[config.mk]
export PLATFORM = sky130hd
export DESIGN_NAME = modular_inverse_unit
export DESIGN_NICKNAME = d
export VERILOG_FILES = /design/src/mi_pkg.sv /design/src/mi_coef_unit.sv /design/src/mi_euclid_ctl.sv /design/src/modular_inverse_unit.sv
export SDC_FILE = /design/constraint.sdc
export NUM_CORES = 1
export LEC_CHECK = 0
export BUFFER_PORTS_ARGS = -buffer_cell sky130_fd_sc_hd__buf_2
export CAP_MARGIN = 20
export CORE_UTILIZATION = 40
export DETAILED_ROUTE_END_ITERATION = 16
export GPL_TIMING_DRIVEN = 0
export SYNTH_ARGS = -nofsm -noshare
export SYNTH_HDL_FRONTEND = slang
export SYNTH_SLANG_ARGS = --single-unit
[constraint.sdc]
create_clock -name i_clk -period 8.4 [get_ports i_clk]
set_input_delay 0 -clock i_clk [delete_from_list [all_inputs] [get_ports i_clk]]
set_output_delay 0 -clock i_clk [all_outputs]
set_load 0.01 [all_outputs]
[src/mi_pkg.sv]
// Shared constants, control structs and modular helpers for the modular inverse unit.
// No dependencies; every other file refers to it by scoped names.
package mi_pkg;

    localparam int WIDTH = 32;
    localparam int CNT_W = $clog2(WIDTH);

    // Commands from the sequencer to the coefficient unit (one active at a time)
    typedef struct packed {
        logic load;     // start of item: t0 = 0, t1 = 1 mod m
        logic clr;      // start of a division: product accumulator = 0
        logic dbl;      // accumulator = 2 * accumulator mod m
        logic add;      // accumulator = accumulator + t1 mod m
        logic upd;      // t0, t1 = t1, t0 - accumulator mod m
    } t_coef_ctl;

    // Completion status from the sequencer
    typedef struct packed {
        logic done;     // result ready this cycle
        logic unit_gcd; // gcd equals one
    } t_ctl_status;

    // (a + b) mod m for a, b < m
    function automatic logic [WIDTH-1:0] add_mod(input logic [WIDTH-1:0] a,
                                                 input logic [WIDTH-1:0] b,
                                                 input logic [WIDTH-1:0] m);
        logic [WIDTH:0] sum;
        logic [WIDTH:0] red;
        sum = {1'b0, a} + {1'b0, b};
        red = sum - {1'b0, m};
        add_mod = (sum >= {1'b0, m}) ? red[WIDTH-1:0] : sum[WIDTH-1:0];
    endfunction

    // (a - b) mod m for a, b < m; the wrap of a - b + m lands below m
    function automatic logic [WIDTH-1:0] sub_mod(input logic [WIDTH-1:0] a,
                                                 input logic [WIDTH-1:0] b,
                                                 input logic [WIDTH-1:0] m);
        sub_mod = (a >= b) ? (a - b) : (a - b + m);
    endfunction

endpackage

[src/mi_coef_unit.sv]
// Bezout coefficient unit: holds t0, t1 and the quotient-times-t1 accumulator.
// Depends on mi_pkg; driven by the sequencer in mi_euclid_ctl.
module mi_coef_unit (
    input  logic                     i_clk,
    input  mi_pkg::t_coef_ctl        i_ctl,
    input  logic [mi_pkg::WIDTH-1:0] i_mod,
    output logic [mi_pkg::WIDTH-1:0] o_t0
);

    logic [mi_pkg::WIDTH-1:0] r_t0, n_t0;
    logic [mi_pkg::WIDTH-1:0] r_t1, n_t1;
    logic [mi_pkg::WIDTH-1:0] r_acc, n_acc;

    // Apply one command per cycle; the accumulator builds q * t1 mod m MSB first
    always_comb begin
        n_t0  = r_t0;
        n_t1  = r_t1;
        n_acc = r_acc;
        if (i_ctl.load) begin
            n_t0 = '0;
            n_t1 = (i_mod == mi_pkg::WIDTH'(1)) ? '0 : mi_pkg::WIDTH'(1);
        end else if (i_ctl.clr) begin
            n_acc = '0;
        end else if (i_ctl.dbl) begin
            n_acc = mi_pkg::add_mod(r_acc, r_acc, i_mod);
        end else if (i_ctl.add) begin
            n_acc = mi_pkg::add_mod(r_acc, r_t1, i_mod);
        end else if (i_ctl.upd) begin
            n_t0 = r_t1;
            n_t1 = mi_pkg::sub_mod(r_t0, r_acc, i_mod);
        end
    end

    // Payload registers, no reset needed
    always_ff @(posedge i_clk) begin
        r_t0  <= n_t0;
        r_t1  <= n_t1;
        r_acc <= n_acc;
    end

    assign o_t0 = r_t0;

endmodule

[src/mi_euclid_ctl.sv]
// Euclid sequencer: remainder registers, bit-serial restoring division and the
// state machine that steps the coefficient unit. Depends on mi_pkg.
module mi_euclid_ctl (
    input  logic                     i_clk,
    input  logic                     i_rst_n,
    input  logic                     i_valid,
    output logic                     o_ready,
    input  logic [mi_pkg::WIDTH-1:0] i_value,
    input  logic [mi_pkg::WIDTH-1:0] i_mod,
    input  logic                     i_out_busy,
    output mi_pkg::t_coef_ctl        o_coef,
    output mi_pkg::t_ctl_status      o_status
);

    localparam logic [2:0] ST_IDLE  = 3'd0;
    localparam logic [2:0] ST_CHECK = 3'd1;
    localparam logic [2:0] ST_NORM  = 3'd2;
    localparam logic [2:0] ST_DIV   = 3'd3;
    localparam logic [2:0] ST_ADD   = 3'd4;
    localparam logic [2:0] ST_UPD   = 3'd5;

    localparam int W = mi_pkg::WIDTH;

    logic [2:0]              r_state, n_state;
    logic [W-1:0]            r_r0, n_r0;
    logic [W-1:0]            r_r1, n_r1;
    logic [W-1:0]            r_rem, n_rem;
    logic [W-1:0]            r_d, n_d;
    logic [mi_pkg::CNT_W-1:0] r_k, n_k;

    // Sequence one Euclid iteration per pass: check, normalize, divide, update
    always_comb begin
        n_state  = r_state;
        n_r0     = r_r0;
        n_r1     = r_r1;
        n_rem    = r_rem;
        n_d      = r_d;
        n_k      = r_k;
        o_coef   = '0;
        o_status = '0;
        o_ready  = 1'b0;
        case (r_state)
            ST_IDLE: begin
                o_ready = 1'b1;
                if (i_valid) begin
                    n_r0        = i_mod;
                    n_r1        = i_value;
                    o_coef.load = 1'b1;
                    n_state     = ST_CHECK;
                end
            end
            ST_CHECK: begin
                if (r_r1 == '0 || i_mod == '0) begin
                    if (!i_out_busy) begin
                        o_status.done     = 1'b1;
                        o_status.unit_gcd = (r_r0 == W'(1));
                        n_state           = ST_IDLE;
                    end
                end else begin
                    n_rem      = r_r0;
                    n_d        = r_r1;
                    n_k        = '0;
                    o_coef.clr = 1'b1;
                    n_state    = ST_NORM;
                end
            end
            ST_NORM: begin
                // shift the divisor up while it still fits under the remainder
                if (!r_d[W-1] && ({r_d, 1'b0} <= {1'b0, r_rem})) begin
                    n_d = {r_d[W-2:0], 1'b0};
                    n_k = r_k + mi_pkg::CNT_W'(1);
                end else begin
                    n_state = ST_DIV;
                end
            end
            ST_DIV: begin
                o_coef.dbl = 1'b1;
                if (r_rem >= r_d) begin
                    n_rem   = r_rem - r_d;
                    n_state = ST_ADD;
                end else if (r_k == '0) begin
                    n_state = ST_UPD;
                end else begin
                    n_k = r_k - mi_pkg::CNT_W'(1);
                    n_d = r_d >> 1;
                end
            end
            ST_ADD: begin
                o_coef.add = 1'b1;
                if (r_k == '0) begin
                    n_state = ST_UPD;
                end else begin
                    n_k     = r_k - mi_pkg::CNT_W'(1);
                    n_d     = r_d >> 1;
                    n_state = ST_DIV;
                end
            end
            ST_UPD: begin
                o_coef.upd = 1'b1;
                n_r0       = r_r1;
                n_r1       = r_rem;
                n_state    = ST_CHECK;
            end
            default: begin
                n_state = ST_IDLE;
            end
        endcase
    end

    // Control state
    always_ff @(posedge i_clk) begin
        if (!i_rst_n) begin
            r_state <= ST_IDLE;
        end else begin
            r_state <= n_state;
        end
    end

    // Datapath registers
    always_ff @(posedge i_clk) begin
        r_r0  <= n_r0;
        r_r1  <= n_r1;
        r_rem <= n_rem;
        r_d   <= n_d;
        r_k   <= n_k;
    end

`ifndef ASSERT_OFF
    // division leaves a remainder below the divisor
    a_rem_below_div: assert property (@(posedge i_clk) disable iff (!i_rst_n)
        (r_state == ST_UPD) |-> (r_rem < r_r1))
        else $error("remainder not reduced below divisor");

    // the shifted divisor never becomes zero while dividing
    a_div_nonzero: assert property (@(posedge i_clk) disable iff (!i_rst_n)
        (r_state == ST_NORM || r_state == ST_DIV || r_state == ST_ADD) |-> (r_d != '0))
        else $error("divisor register cleared during division");

    // a completion is followed by a return to idle
    a_done_idle: assert property (@(posedge i_clk) disable iff (!i_rst_n)
        o_status.done |=> (r_state == ST_IDLE))
        else $error("sequencer did not return to idle after completion");
`endif

endmodule

[src/modular_inverse_unit.sv]
// Channel     | dir | payload (low bit first)               | handshake
// s_axis      | in  | tdata: value[31:0]                     | s_axis_tvalid / s_axis_tready
// m_axis      | out | tdata: inverse[31:0]; tuser: exists    | m_axis_tvalid / m_axis_tready
// cfg         | in  | i_cfg_data: modulus[31:0]              | i_cfg_valid / o_cfg_ready
//
// One item at a time: the item is accepted, then each Euclid iteration runs a check,
// normalize steps that shift the divisor up, bit-serial division steps with an add for
// each set quotient bit, and an update; a final check completes the item.
// Reset (synchronous, active low) sets the modulus to 1 and empties the output register.
// The next item is taken while a result waits; a stalled output only holds completion.
// Top level; depends on mi_pkg, mi_coef_unit and mi_euclid_ctl.
module modular_inverse_unit (
    input  logic                     i_clk,
    input  logic                     i_rst_n,
    input  logic                     s_axis_tvalid,
    output logic                     s_axis_tready,
    input  logic [mi_pkg::WIDTH-1:0] s_axis_tdata,   // value
    output logic                     m_axis_tvalid,
    input  logic                     m_axis_tready,
    output logic [mi_pkg::WIDTH-1:0] m_axis_tdata,   // inverse
    output logic                     m_axis_tuser,   // exists
    input  logic                     i_cfg_valid,
    output logic                     o_cfg_ready,
    input  logic [mi_pkg::WIDTH-1:0] i_cfg_data      // modulus
);

    logic [mi_pkg::WIDTH-1:0] r_mod;
    logic [mi_pkg::WIDTH-1:0] r_out_inv;
    logic                     r_out_exists;
    logic                     r_out_valid;
    logic [mi_pkg::WIDTH-1:0] w_t0;
    logic                     w_out_busy;
    mi_pkg::t_coef_ctl        w_coef;
    mi_pkg::t_ctl_status      w_status;

    assign o_cfg_ready = 1'b1;
    assign w_out_busy  = r_out_valid && !m_axis_tready;

    mi_euclid_ctl u_ctl (
        .i_clk      (i_clk),
        .i_rst_n    (i_rst_n),
        .i_valid    (s_axis_tvalid),
        .o_ready    (s_axis_tready),
        .i_value    (s_axis_tdata),
        .i_mod      (r_mod),
        .i_out_busy (w_out_busy),
        .o_coef     (w_coef),
        .o_status   (w_status)
    );

    mi_coef_unit u_coef (
        .i_clk (i_clk),
        .i_ctl (w_coef),
        .i_mod (r_mod),
        .o_t0  (w_t0)
    );

    // Hold the modulus; take each config transaction
    always_ff @(posedge i_clk) begin
        if (!i_rst_n) begin
            r_mod <= mi_pkg::WIDTH'(1);
        end else if (i_cfg_valid) begin
            r_mod <= i_cfg_data;
        end
    end

    // Output register valid: set on completion, drop when the transaction is taken
    always_ff @(posedge i_clk) begin
        if (!i_rst_n) begin
            r_out_valid <= 1'b0;
        end else if (w_status.done) begin
            r_out_valid <= 1'b1;
        end else if (m_axis_tready) begin
            r_out_valid <= 1'b0;
        end
    end

    // Output payload
    always_ff @(posedge i_clk) begin
        if (w_status.done) begin
            r_out_inv    <= w_status.unit_gcd ? w_t0 : '0;
            r_out_exists <= w_status.unit_gcd;
        end
    end

    assign m_axis_tvalid = r_out_valid;
    assign m_axis_tdata  = r_out_inv;
    assign m_axis_tuser  = r_out_exists;

endmodule
==> flow_metrics.env <==
export IMPL_violations="hold timing"
export IMPL_multi_input_area_um2=14000
export IMPL_status="complete, but fails checks"
export IMPL_synth_most_common_cell="nand2_1"
export IMPL_ant_nets=0
export IMPL_slew_violations=0
export IMPL_setup_violations=0
export IMPL_die_h_um=243
export IMPL_nets=3127
export IMPL_cts_hold_buffers=67
export IMPL_crit_path_max_fanout=10
export IMPL_fin_crit_sh_pct=78.6
export IMPL_start_util_pct=40.8
export IMPL_synth_commonest_cells="nand2_1, a21oi_1, edfxtp_1, nor2_1, ha_1"
export IMPL_core_area_um2=56900
export IMPL_worst_slew_pin_slew_ns=1.20
export IMPL_cts_resized=0
export IMPL_vias=20737
export IMPL_finClkSkew_ns=0.0320
export IMPL_grt_max_degree=65
export IMPL_max_freq_mhz=151
export IMPL_netlist_cell_type_count=93
export IMPL_yosysTopAreaCellShare_pct=29.7
export IMPL_area_sequential_um2=8270
export IMPL_path_cells="ha_1 > fa_1 > a21o_1 > a21oi_2 > o21ai_2 > a2111oi_4 > nor3_1 > nor2_1 > o21ai_1 > a21oi_2 > xnor2_1 > ha_1 > and3_1 > nand4_1 > or4_1 > nor4_1 > nor4_1 > o211ai_2 > buf_6 > inv_1 > a211oi_1 > a211oi_1"
export IMPL_clockRootBuffer="clkbuf_16"
export IMPL_cap_violations=0
export IMPL_wl_mm=78.9
export IMPL_synth_area_leader_cell="edfxtp_1"
export IMPL_ys_seq_elements=298
export IMPL_grt_setup_unrepaired="no"
export IMPL_dp_hpwl_mm=62.5
export IMPL_fin_crit_ns=6.61
export IMPL_syn_inst=2611
export IMPL_hp_class="input pin to register"
export IMPL_postLayoutCellArea_um2=26800
export IMPL_io_buffers=102
export IMPL_cts_sinks=298
export IMPL_ioPinCount=105
export IMPL_synth_simple_area_share_pct=15.1
export IMPL_grtUsageTotal_pct=26.3
export IMPL_drt_iter0_markers=1616
export IMPL_netlist_area_um2=23200
export IMPL_antenna_cells=0
export IMPL_numCtsBuffers=37
export IMPL_syn_nets=2912
export IMPL_synth_xor_area_share_pct=6.29
export IMPL_critical_path_slowest_cell="nor4_1"
export IMPL_tritoncts="yes"
export IMPL_hold_viol=3
export IMPL_critPathTopFamily="simple AND/OR/NAND/NOR gates"
export IMPL_placed_cell_area_um2=24900
export IMPL_critPathBufInv=2
export IMPL_syn2layout_area_growth_pct=15.3
export IMPL_clk_path_buf_depth=3
export IMPL_synth_edf_count=230
export IMPL_via_per_inst=5.74
export IMPL_syn_area_per_cell_um2=8.90
export IMPL_grt_pass1_vias=20651
export IMPL_synth_top_flop_cell="edfxtp_1"
export IMPL_ys_top_cells_by_area="edfxtp_1, ha_1, dfxtp_1, a21oi_1, nand2_1"
export IMPL_dp_slack_ns=1.84
export IMPL_synth_compound_area_share_pct=22.9
export IMPL_yosys_warnings=0
export IMPL_crit_arrival_ns=6.92
export IMPL_dr_pass1_iters=6
export IMPL_cp_data_required_time_ns=8.71
export IMPL_synth_async_reset_ratio_pct=0
export IMPL_post_cts_buffers=0
export IMPL_die_w_um=243
export IMPL_drive_above_1_share_pct=8.37
export IMPL_grt_overflow=0
export IMPL_setup_tns_final_ns=0
export IMPL_whs_ns=-0.00348
export IMPL_finalWorstSetupSlack_ns=1.79
export IMPL_grt_antenna_before_repair=2
export IMPL_place_congestion=0.966
export IMPL_drc=0
export IMPL_path_class="register to register"
export IMPL_core_rowCount=87
export IMPL_grt_first_pass_wirelength_mm=119
export IMPL_htree_levels=2
export IMPL_fillCellCount=5460
export IMPL_synth_mux_area_fraction_pct=2.85
export IMPL_synth_top_family_by_area="compound AO/OA/AOI/OAI gates"
export IMPL_wl_per_cell_um=21.8
export IMPL_slew_headroom_pct=19.2
export IMPL_design_die_area_um2=59100
export IMPL_max_stage_delay_ns=0.77
export IMPL_critPathCaptureType="register"
export IMPL_start_kind="register"
export IMPL_synth_seq_area_share_pct=35.6
export IMPL_synthAdderAreaFrac_pct=12.7
export IMPL_clk_latency_ns=0.59
export IMPL_path_clk_slew_ns=0.06
export IMPL_fin_util_pct=47.1
## worst register-to-register path, stage by stage, from the launching register on
cell,delay (ns)
edfxtp_1,0.49
ha_1,0.28
fa_1,0.41
a21o_1,0.19
a21oi_2,0.21
o21ai_2,0.12
a2111oi_4,0.44
nor3_1,0.12
nor2_1,0.30
o21ai_1,0.13
a21oi_2,0.26
xnor2_1,0.17
ha_1,0.40
and3_1,0.22
nand4_1,0.22
or4_1,0.54
nor4_1,0.77
nor4_1,0.12
o211ai_2,0.20
buf_6,0.25
inv_1,0.11
a211oi_1,0.27
a211oi_1,0.08
## flip-flops by register name, summed over array words and instances (netlist names)
name,flops
m_axis_tdata,32
r_mod,32
u_coef.o_t0,32
u_coef.r_acc,32
u_coef.r_t1,32
u_ctl.r_d,32
u_ctl.r_r0,32
u_ctl.r_r1,32
u_ctl.r_rem,32
u_ctl.r_k,5
u_ctl.r_state,3
m_axis_tuser,1
m_axis_tvalid,1
## routing by layer
layer  part of all wire, %  vias to the layer above  global-route usage, %  wire length [um]
met4                   4.5                        0                   11.8              3540
met3                   6.7                      159                   3.21              5290
met2                    46                      764                   43.2             36000
li1                      -                     9943                      -                 -
met5                     0                        -                      0                 0
met1                    43                     9871                   34.6             34000
## stage by stage
stage | std cells | hold WS, ns
final | 3611 | -0.00348
after global routing | 3611 | 0.0511
after CTS | 3611 | 0.000504
after detailed placement | 3476 | 0.246
after global placement | 3469 | 0.234
after floorplan | 2611 | 0.0986
## worst paths after layout
check	cells past startpoint	startpoint	endpoint	slack, ns
hold reg to reg	2	u_coef.o_t0[11]$_SDFFE_PP0P_	u_coef.o_t0[11]$_SDFFE_PP0P_	0.48
hold / removal	3	i_cfg_valid	r_mod[20]$_SDFFE_PN0P_	-0.003
setup / recovery	22	u_coef.r_acc[0]$_SDFFCE_PP0P_	u_coef.r_acc[16]$_SDFFCE_PP0P_	1.79
setup reg to reg	22	u_coef.r_acc[0]$_SDFFCE_PP0P_	u_coef.r_acc[16]$_SDFFCE_PP0P_	1.79
## cell families (layout without fill, tap and decap cells)
group | Yosys count | after routing
buffers and inverters | 276 | 520
DFF | 298 | 298
muxes | 66 | 66
other | 1 | 1
AOI/OAI and AO/OA | 813 | 813
adders and majority gates | 232 | 232
xor gates and xnor gates | 167 | 167
and+or+nand+nor | 758 | 758
## area by class of cell
class / count / share of cell area (%)
buffer: 92 / 1.39
sequential: 298 / 30.9
clock buffer: 50 / 4.10
inverter: 184 / 2.58
clock inverter: 18 / 0.630
tap: 756 / 3.53
timing repair buffer: 176 / 4.86
multi-input combinational: 2037 / 52.1
## cell usage in the layout (no fill, tap or decap), types with 13 or more instances in the layout
cell type      count
dlygate4sd3_1     67
nor4_1            29
nor2_1           225
a221o_1           32
o21a_1            36
o21ai_1           13
xnor2_1          102
nand2b_1          24
edfxtp_1         230
mux2i_1           65
a21oi_1          242
clkbuf_16         40
xor2_1            65
nand2_1          261
dfxtp_1           68
nor3_1            22
buf_2            109
ha_1             225
nand3_1           40
and2_1            41
a21o_1           110
o21ai_0          184
inv_1            183
o22ai_1           23
nand4_1           32
a211oi_1          19
o21bai_1          27
nor2b_1           26
a211o_1           13
clkbuf_1          82
Power is left out: the tool's default activity adds up to more than one toggle a clock period on the data nets, which glitch-free logic cannot reach.
